==> config.mk <==
export PLATFORM = sky130hd
export DESIGN_NAME = rotating_key_xor_stream_cipher_top_flat
export DESIGN_NICKNAME = d
export VERILOG_FILES = /design/src/sv/rkx_pkg.sv /design/src/sv/rkx_if.sv /design/src/sv/rotating_key_xor_stream_cipher_top.sv /design/src/flat_wrapper.sv
export SDC_FILE = /design/constraint.sdc
export NUM_CORES = 1
export LEC_CHECK = 0
export BUFFER_PORTS_ARGS = -buffer_cell sky130_fd_sc_hd__buf_2
export CORE_MARGIN = 2
export CORE_UTILIZATION = 32
export CTS_BUF_LIST = sky130_fd_sc_hd__clkbuf_16
export DETAILED_ROUTE_END_ITERATION = 12
export SYNTH_ARGS = -nofsm -noshare
export SYNTH_HDL_FRONTEND = slang
export SYNTH_SLANG_ARGS = --single-unit
==> constraint.sdc <==
create_clock -name clk_i -period 8.7 [get_ports clk_i]
set_input_delay 1.74 -clock clk_i [delete_from_list [all_inputs] [get_ports clk_i]]
set_output_delay 1.74 -clock clk_i [all_outputs]
set_load 0.02 [all_outputs]
==> src/sv/rkx_pkg.sv <==
package rkx_pkg;

  localparam int KEY_BYTES = 32;
  localparam int BYTE_W    = 8;
  localparam int WORD_W    = 64;
  localparam int WORD_BYTES = WORD_W / BYTE_W;
  localparam int KEY_WORDS = KEY_BYTES / WORD_BYTES;
  localparam int KW_IDX_W  = (KEY_WORDS > 1) ? $clog2(KEY_WORDS) : 1;
  localparam int POS_W     = (KEY_BYTES > 1) ? $clog2(KEY_BYTES) : 1;
  localparam int LEN_W     = 6;
  localparam int CFG_IDX_W = 3;

  localparam logic [LEN_W-1:0] LEN_RESET = LEN_W'(1);
  localparam logic [LEN_W-1:0] LEN_MAX   = LEN_W'(KEY_BYTES);

  typedef logic [BYTE_W-1:0] byte_t;
  typedef logic [WORD_W-1:0] word_t;

  typedef enum logic [CFG_IDX_W-1:0] {
    REG_KEY_WORD_0 = 3'd0,
    REG_KEY_WORD_1 = 3'd1,
    REG_KEY_WORD_2 = 3'd2,
    REG_KEY_WORD_3 = 3'd3,
    REG_KEY_LENGTH = 3'd4
  } cfg_reg_e;

  // zero acts as one, anything past the key size acts as the key size
  function automatic logic [LEN_W-1:0] eff_len(input logic [LEN_W-1:0] len);
    logic [LEN_W-1:0] n;
    n = len;
    if (n == '0) n = LEN_W'(1);
    if (n > LEN_MAX) n = LEN_MAX;
    return n;
  endfunction

endpackage

==> src/sv/rkx_if.sv <==
interface rkx_in_if;
  logic            valid;
  logic            ready;
  rkx_pkg::byte_t  plain_byte;

  modport source (output valid, output plain_byte, input ready);
  modport sink   (input valid, input plain_byte, output ready);
endinterface

interface rkx_out_if;
  logic            valid;
  logic            ready;
  rkx_pkg::byte_t  cipher_byte;

  modport source (output valid, output cipher_byte, input ready);
  modport sink   (input valid, input cipher_byte, output ready);
endinterface

==> src/sv/rotating_key_xor_stream_cipher_top.sv <==
// Rotating-key XOR byte stream cipher.
// in_i  : valid/ready channel, one plain_byte per transfer.
// out_o : valid/ready channel, one cipher_byte per input transfer, in order.
// cfg   : cfg_we_i writes cfg_data_i to register cfg_idx_i (key words 0..3,
//         key length). Any valid write reloads the working key and restarts
//         at key byte 0. Write only while no transfer is in flight.
// Timing: the result is registered in the output (or, in a stall, skid)
//         register. Throughput: one byte per cycle while in_i.ready is high;
//         the XOR, position step and one-bit ring rotate are combinational.
// Stall: a two-entry output buffer (output register plus skid register)
//         lets one more input transfer complete while the receiver holds
//         ready low; in_i.ready drops once the skid register is occupied.
// Reset: key words clear, key length is 1, working key is zero, position 0,
//         both output entries empty. Encryption and decryption are the same.
module rotating_key_xor_stream_cipher_top (
  input  logic                             clk_i,
  input  logic                             rst_ni,
  rkx_in_if.sink                           in_i,
  rkx_out_if.source                        out_o,
  input  logic                             cfg_we_i,
  input  logic [rkx_pkg::CFG_IDX_W-1:0]    cfg_idx_i,
  input  logic [rkx_pkg::WORD_W-1:0]       cfg_data_i
);
  import rkx_pkg::*;

  word_t              key_q [KEY_WORDS];
  word_t              key_d [KEY_WORDS];
  logic [LEN_W-1:0]   len_q, len_d, len_eff;
  byte_t              wk_q [KEY_BYTES];
  byte_t              wk_d [KEY_BYTES];
  byte_t              reload_key [KEY_BYTES];
  byte_t              rot_key [KEY_BYTES];
  logic [POS_W-1:0]   pos_q, pos_d, pos_eff;
  logic               cfg_load;
  logic               in_acc, out_take, wrap, top_bit;
  byte_t              result;
  logic               out_valid_q, skid_valid_q;
  byte_t              out_data_q, skid_data_q;

  always_comb begin
    key_d    = key_q;
    len_d    = len_q;
    cfg_load = 1'b0;
    if (cfg_we_i) begin
      unique case (cfg_idx_i) inside
        REG_KEY_WORD_0, REG_KEY_WORD_1, REG_KEY_WORD_2, REG_KEY_WORD_3: begin
          key_d[cfg_idx_i[KW_IDX_W-1:0]] = cfg_data_i;
          cfg_load = 1'b1;
        end
        REG_KEY_LENGTH: begin
          len_d    = cfg_data_i[LEN_W-1:0];
          cfg_load = 1'b1;
        end
        default: ;
      endcase
    end
  end

  assign len_eff = eff_len(len_q);
  assign pos_eff = ({1'b0, pos_q} >= len_eff) ? '0 : pos_q;
  assign wrap    = ({1'b0, pos_eff} + LEN_W'(1)) >= len_eff;
  assign top_bit = wk_q[POS_W'(len_eff - LEN_W'(1))][BYTE_W-1];
  assign result  = in_i.plain_byte ^ wk_q[pos_eff];

  for (genvar b = 0; b < KEY_BYTES; b++) begin : g_byte
    logic carry;
    assign reload_key[b] = key_d[b / WORD_BYTES][(b % WORD_BYTES)*BYTE_W +: BYTE_W];
    if (b == 0) begin : g_first
      assign carry = top_bit;
    end else begin : g_rest
      assign carry = wk_q[b-1][BYTE_W-1];
    end
    assign rot_key[b] = (LEN_W'(b) < len_eff) ? {wk_q[b][BYTE_W-2:0], carry} : wk_q[b];
  end

  assign in_acc   = in_i.valid && in_i.ready;
  assign out_take = out_o.valid && out_o.ready;

  always_comb begin
    wk_d  = wk_q;
    pos_d = pos_q;
    if (cfg_load) begin
      wk_d  = reload_key;
      pos_d = '0;
    end else if (in_acc) begin
      if (wrap) begin
        wk_d  = rot_key;
        pos_d = '0;
      end else begin
        pos_d = pos_eff + POS_W'(1);
      end
    end
  end

  always_ff @(posedge clk_i or negedge rst_ni) begin
    if (!rst_ni) begin
      for (int i = 0; i < KEY_WORDS; i++) key_q[i] <= '0;
      for (int i = 0; i < KEY_BYTES; i++) wk_q[i] <= '0;
      len_q <= LEN_RESET;
      pos_q <= '0;
    end else begin
      key_q <= key_d;
      wk_q  <= wk_d;
      len_q <= len_d;
      pos_q <= pos_d;
    end
  end

  // output register plus skid entry
  always_ff @(posedge clk_i or negedge rst_ni) begin
    if (!rst_ni) begin
      out_valid_q  <= 1'b0;
      skid_valid_q <= 1'b0;
    end else if (out_take || !out_valid_q) begin
      if (skid_valid_q) begin
        out_valid_q  <= 1'b1;
        skid_valid_q <= 1'b0;
      end else begin
        out_valid_q  <= in_acc;
      end
    end else if (in_acc) begin
      skid_valid_q <= 1'b1;
    end
  end

  always_ff @(posedge clk_i) begin
    if (out_take || !out_valid_q) begin
      if (skid_valid_q) begin
        out_data_q <= skid_data_q;
      end else if (in_acc) begin
        out_data_q <= result;
      end
    end else if (in_acc) begin
      skid_data_q <= result;
    end
  end

  assign in_i.ready       = !skid_valid_q;
  assign out_o.valid      = out_valid_q;
  assign out_o.cipher_byte = out_data_q;

  a_skid_implies_out: assert property (@(posedge clk_i) disable iff (!rst_ni)
    skid_valid_q |-> out_valid_q)
    else $error("skid entry held with empty output register");

  a_pos_in_range: assert property (@(posedge clk_i) disable iff (!rst_ni)
    {1'b0, pos_q} < len_eff)
    else $error("key position outside key length");

  a_cfg_restart: assert property (@(posedge clk_i) disable iff (!rst_ni)
    cfg_load |=> pos_q == '0)
    else $error("position not cleared after register write");

  a_stall_to_skid: assert property (@(posedge clk_i) disable iff (!rst_ni)
    in_acc && out_valid_q && !out_o.ready |=> skid_valid_q)
    else $error("transfer during stall not captured");

  a_drain_skid: assert property (@(posedge clk_i) disable iff (!rst_ni)
    skid_valid_q && out_take |=> out_valid_q && !skid_valid_q)
    else $error("skid entry not moved to output register");

endmodule
==> src/flat_wrapper.sv <==
// flat-port wrapper written by rule: the top's interface ports become plain ports
module rotating_key_xor_stream_cipher_top_flat import rkx_pkg::*;
  (clk_i, rst_ni, cfg_we_i, cfg_idx_i, cfg_data_i, in_i_valid, in_i_plain_byte, in_i_ready, out_o_valid, out_o_cipher_byte, out_o_ready);
  rkx_in_if in_i_i ();
  rkx_out_if out_o_i ();
  input  logic clk_i;
  input  logic rst_ni;
  input  logic cfg_we_i;
  input  logic [rkx_pkg::CFG_IDX_W-1:0] cfg_idx_i;
  input  logic [rkx_pkg::WORD_W-1:0] cfg_data_i;
  input wire logic [$bits(in_i_i.valid)-1:0] in_i_valid;
  input wire logic [$bits(in_i_i.plain_byte)-1:0] in_i_plain_byte;
  output wire logic [$bits(in_i_i.ready)-1:0] in_i_ready;
  output wire logic [$bits(out_o_i.valid)-1:0] out_o_valid;
  output wire logic [$bits(out_o_i.cipher_byte)-1:0] out_o_cipher_byte;
  input wire logic [$bits(out_o_i.ready)-1:0] out_o_ready;
  assign in_i_i.valid = in_i_valid;
  assign in_i_i.plain_byte = in_i_plain_byte;
  assign in_i_ready = in_i_i.ready;
  assign out_o_valid = out_o_i.valid;
  assign out_o_cipher_byte = out_o_i.cipher_byte;
  assign out_o_i.ready = out_o_ready;
  rotating_key_xor_stream_cipher_top u_core (.clk_i(clk_i), .rst_ni(rst_ni), .in_i(in_i_i), .out_o(out_o_i), .cfg_we_i(cfg_we_i), .cfg_idx_i(cfg_idx_i), .cfg_data_i(cfg_data_i));
endmodule
Word level (Yosys, flattened, before mapping)

Index checks and enable logic that the tools add are counted.

Equal/unequal tests: 4
Add/sub/neg operators: 3
Reduce and logical (&&, ||, !) cells: 81
Mux-type cells: 59
Order comparisons: 39
Bitwise logic cells: 5

Operator list:

| kind                  | number |
|---|---|
| $mux W256             | 5 |
| $mux W8               | 38 |
| $bwmux W256           | 1 |
| $demux W64 S2         | 1 |
| $lt A5 B6 Y1 const A  | 16 |
| $reduce_and A3 Y1     | 32 |
| $bmux W8 S5           | 2 |
| $reduce_bool A2 Y1    | 36 |
| $mux W64              | 1 |
| $lt A4 B6 Y1 const A  | 8 |
| $lt A3 B6 Y1 const A  | 4 |
| $mux W5               | 4 |
| $ge A6 B6 Y1 const B  | 2 |
| $lt A1 B6 Y1 const A  | 2 |
| $lt A2 B6 Y1 const A  | 2 |
| $mux W6               | 2 |
| $not A5 Y6            | 2 |
| $xor A8 B8 Y8         | 1 |
| $add A5 B1 Y6 const B | 1 |
| $eq A3 B2 Y1 const B  | 2 |
| $ge A5 B6 Y1          | 1 |
| $ge A6 B6 Y1          | 1 |
| $gt A6 B6 Y1 const B  | 1 |
| $logic_not A6 Y1      | 1 |
| 16 further kinds      | 25 |

Output and inout port bits: 10
Register bits: 541
Input bits: 80
Logic and storage cells: 233

Longest topological paths before layout

Depth in word-level cells: 13
Mapped depth: 23
Gate-level depth less buffers: 18

Worst setup path before layout

Ideal clock, no wire load.

Kind: register to register
Start: register u_core.len_q[4]
End: register u_core.wk_q (netlist bit u_core.g_byte[5].carry)
Slack: 3.991 ns
Arrival: 4.581 ns
Required time: 8.572 ns
Period minus slack after synthesis: 4.709 ns
Path buffers: 6
Setup time: 0.128 ns
Cell stages (with the launch flop): 22
Cell sequence: dfrtp_1 buf_2 nor4_1 o21ai_1 inv_1 ha_1 nand2b_1 a21o_1 a211oi_4 buf_4 buf_2 nand3_1 xor2_1 ha_1 nand2_1 o211a_1 buf_2 or3_1 buf_2 a31o_1 buf_2 mux2i_1

Longest elaborated chain between the ends: 10
Elaborated cells between the ends (all ways): 12
Those cells by class: add/sub: 1; order compare: 4; mux: 3; reduce/logical: 4

RTL lines:

| what                                   | RTL line                                  | source |
|---|---|---|
| start: declaration                     | rotating_key_xor_stream_cipher_top.sv:28  | `logic [LEN_W-1:0] len_q, len_d, len_eff;` |
| start signal: assignment               | rotating_key_xor_stream_cipher_top.sv:104 | `len_q <= len_d;` |
| $logic_not A6 Y1                       | rkx_pkg.sv:31                             | `if (n == '0) n = LEN_W'(1);` |
| $mux W6 (*)                            | rkx_pkg.sv:31                             |  |
| $gt A6 B6 Y1                           | rkx_pkg.sv:32                             | `if (n > LEN_MAX) n = LEN_MAX;` |
| $mux W6 (*)                            | rkx_pkg.sv:32                             |  |
| $ge A5 B6 Y1                           | rotating_key_xor_stream_cipher_top.sv:60  | `assign pos_eff = ({1'b0, pos_q} >= len_eff) ? '0 : pos_q;` |
| $mux W5                                | rotating_key_xor_stream_cipher_top.sv:60  |  |
| $add A5 B1 Y6                          | rotating_key_xor_stream_cipher_top.sv:61  | `assign wrap = ({1'b0, pos_eff} + LEN_W'(1)) >= len_eff;` |
| $ge A6 B6 Y1                           | rotating_key_xor_stream_cipher_top.sv:61  |  |
| $reduce_bool A2 Y1 (no source line)    | n/a                                       |  |
| $reduce_and A3 Y1 (no source line) (*) | n/a                                       |  |
| end signal: assignment                 | rotating_key_xor_stream_cipher_top.sv:103 | `wk_q <= wk_d;` |
| end: declaration                       | rotating_key_xor_stream_cipher_top.sv:29  | `byte_t wk_q [KEY_BYTES];` |

Every way passes the cells marked *; elsewhere a longest branch is shown, timed or not.
A chain may end at the register's enable or synchronous reset.

Worst setup path in the final report

Start: register u_core.len_q[5]
End: register u_core.wk_q[217] in the netlist's numbering

The elaborated chain is that of the path after synthesis.

==> qor.yml <==
placed_design:
  placed_cell_area_um2: 28210
  place_congestion: 1.022
  dp_cells: 3508
  dp_hpwl_mm: 62.77
  portBuffers: 89
  place_ws_ps: 2584
clock_network:
  clk_pin_slew_ps: 70
  cts_sinks: 541
  post_cts_buffers: 0
  cts_tree: "built"
  cts_hold_repair.buffers: 0
  post_cts_resized: 0
  h-tree-depth: 2
  insertion_delay_ps: 620
  cts_buffers: 56
  cts_buffer_depth: 3
  cts_root_buffer: "clkbuf_16"
yosys:
  synthTopCellsByArea: "dfrtp_1, mux2i_1, mux2_2"
  syn_area_um2: 26720
  yosysTopAreaCell: "dfrtp_1"
  synth_compound_area_frac: 0.1271
  syn_area_per_cell_um2: 10.83
  ys_seq_elements: 541
  synth_cells: 2468
  synthMuxAreaShare: 0.2342
  synth_edf_count: 16
  synth_xor_xnor_area_share: 0.002247
  synthArstFlopShare: 0.9704
  ys_seq_area_frac: 0.5096
  synthDistinctLibCells: 77
  synth_top_family_by_area: "multiplexers"
  yosys.area_share.adder: 0.006555
  synth-simple-area-share: 0.07173
  ys_warn_count: 0
  ys.flop_type: "dfrtp_1"
  synth_nets: 2562
  yosysTopAreaCellShare: 0.4907
floorplan:
  start_util: 0.3244
  core-area_um2: 82370
  die_x_um: 293.0
  rows: 105
  die_height_um: 293.0
  die-area_um2: 85840
  ios: 90
timing:
  worst_hold_slack_ps: 494.7
  hold_viol: 0
  clock_skew_ps: 24.23
  maxSlewHeadroom: 0.2395
  setup_viol: 0
  max_clock_freq_mhz: 159.6
  min_period_ps: 6264
  final_max_slew_viol_count: 0
  worst_pin_slew_ps: 1141
  rsz0062_at_grt: "no"
  finalCritPeriodShare: 0.7200
  setup_ws_ps: 2436
  setup-tns-final_ps: 0
detailed_routing:
  drc: 0
  drt_iter0_markers: 1984
  drtAntennaViolNets: 0
  vias: 19250
  viasPerCell: 5.331
  firstDrtPassIters: 7
  drt-total-wl_mm: 87.56
  wl_per_cell_um: 24.25
pwr:
  seqPwrFrac: 0.411
  clkPwrFrac: 0.240
  intPower_mw: 6.175
  totalPowerFinal_mw: 10.17
  p_leak_nw: 13.12
  combPwrFrac: 0.349
  power.switching_mw: 3.995
  p_sw_frac: 0.3928
  ir_worst_vdd_v: 0.0001799
  p_per_area_nw_per_um2: 338.4
worst_hold_path:
  min_from: "u_core.key_q[124]"
  hold_depth: 1
  hp-class: "reg2reg"
  whs_endpoint: "u_core.key_q[124]"
critical_path:
  rr_worst_depth: 15
  path_max_fanout: 24
  r2r_setup_slack_ps: 2440
  start_kind: "flop"
  worstSetupPathType: "reg2reg"
  endpoint_kind: "flop"
  r2r_start: "u_core.len_q[5]"
  required_ps: 9250
  critical_path_arrival_ps: 6810
  r2r-end: "u_core.wk_q[217]"
run:
  max-cap-violations: 0
cells_and_area:
  multi_input_area_um2: 11840
  drive_gt1_frac: 0.2043
  regArea_um2: 13620
  final_core_util: 0.3648
  fillers: 8169
  final_nets: 2590
  fin_area_um2: 30050
  fin_cells: 3611
  syn2layout_area_growth_pct: 12.44
grt:
  grt_max_degree: 171
  overflow: 0
  antenna_found_initial: 6
  grt_pass1_vias: 18720
  grt_usage: 0.2021
  grt_pass1_wl_mm: 128.7
status:
  status: "complete, no violations"
## cell families (layout without fill, tap and decap cells)
group	Yosys count	count (layout)
buf+inv	326	398
other cells	0	1
simple gates	455	455
mux	575	575
xor+xnor	6	6
compound gates	551	551
flops	541	541
fa+ha+maj	14	14
## cell usage in the layout (no fill, tap or decap), types with 8 or more instances in the layout
master     count
buf_2         88
ha_1          14
clkbuf_16     56
bufinv_16      8
clkinv_2       9
o31ai_1        8
nor2_1       220
mux2_2       263
nand2_1      148
buf_4         28
edfxtp_1      16
o21a_1         9
mux2i_1      298
o21ai_0      146
nand3_1       15
o211a_1        9
o22ai_1        8
clkinv_1      11
a221oi_1      15
o41ai_1        8
dfrtp_1      522
mux4_2        14
a21o_1        11
a211oi_1      17
inv_1        183
nor3_1        22
a21oi_1      240
## per-layer routing
layer | global-route usage | vias up | wire length [µm]
li1 | - | 8733 | -
met1 | 0.2978 | 9659 | 40690
met2 | 0.2957 | 701 | 37170
met3 | 0.03313 | 147 | 6181
met4 | 0.07730 | 10 | 3458
met5 | 0 | - | 64
## worst max-delay path, stage by stage, from the launching register on
cell and delay (ps):
dfrtp_1 540, inv_2 240, nand2_1 440, ha_1 510
a21oi_2 130, o211ai_4 710, inv_2 270, ha_1 390
ha_1 270, a21o_1 160, a21o_1 180, a21oi_2 210
o211a_1 550, or3_1 720, a31o_1 590, mux2i_1 260
## how the worst max path moves through the flow
| stage | startpoint | endpoint | slack, ps | cells after the start |
|---|---|---|---|---|
| 6_report | u_core.len_q[5] | u_core.wk_q[217] | 2440 | 15 |
| 5_1_grt | u_core.len_q[5] | u_core.wk_q[216] | 2200 | 18 |
| 4_1_cts | u_core.len_q[5] | u_core.wk_q[217] | 2550 | 15 |
| 3_5_place_dp | u_core.len_q[5] | u_core.wk_q[217] | 2580 | 15 |
| 3_3_place_gp | u_core.len_q[3] | u_core.wk_q[219] | 2660 | 18 |
| 2_1_floorplan | u_core.len_q[4] | u_core.g_byte[5].carry | 3990 | 21 |
## cell type report
cell class,instances,area share
Antenna cell,1,0.00008328
Clock buffer,56,0.04664
Clock inverter,46,0.01445
Inverter,175,0.02186
Multi-Input combinational cell,1601,0.3942
Sequential cell,541,0.4534
Tap cell,1070,0.04456
Timing Repair Buffer,121,0.02482
## power groups by stage
stage | sequential, mW | combinational (mW) | clock (mW)
floorplan | 3.75 | 2.55 | 0
global placement | 4.17 | 3.46 | 0
detailed placement | 4.18 | 3.50 | 0
CTS | 4.15 | 3.51 | 2.49
global route | 4.24 | 3.86 | 2.59
finish | 4.18 | 3.55 | 2.44
## synthesized netlist by cell type (4+ instances only)
| library cell | instances |
|---|---|
| inv_2 | 4 |
| a211oi_1 | 17 |
| buf_4 | 5 |
| o211a_1 | 9 |
| o21ai_0 | 146 |
| nand2_1 | 149 |
| clkbuf_1 | 90 |
| inv_1 | 170 |
| o22ai_1 | 8 |
| o221ai_1 | 6 |
| o32ai_1 | 7 |
| o2111ai_1 | 6 |
| and3b_1 | 5 |
| o2bb2ai_1 | 6 |
| nor3b_1 | 4 |
| nor2_1 | 220 |
| a211o_1 | 6 |
| a21oi_1 | 240 |
| mux2i_1 | 298 |
| o31ai_1 | 8 |
| o21a_1 | 9 |
| a21oi_2 | 7 |
| nand4_1 | 4 |
| buf_2 | 37 |
| nand3_1 | 15 |
| nand2b_1 | 6 |
| nor3_1 | 23 |
| ha_1 | 14 |
| o21ai_1 | 4 |
| a21o_1 | 11 |
| and2_1 | 6 |
| buf_1 | 18 |
| a221oi_1 | 15 |
| dfrtp_1 | 524 |
| mux4_2 | 14 |
| a222oi_1 | 5 |
| o41ai_1 | 8 |
| edfxtp_1 | 16 |
| nor2b_1 | 4 |
| a21boi_1 | 6 |
| mux2_2 | 263 |
## flip-flops by register name (all words and copies together) (netlist names)
register and count:
u_core.len_q 6, u_core.wk_q 225, u_core.out_o.valid 1, u_core.g_byte.carry 31
u_core.pos_q 5, u_core.skid_valid_q 1, u_core.skid_data_q 8, u_core.out_o.cipher_byte 8
u_core.key_q 256
No activity file was read; power rests on OpenSTA's default activity.
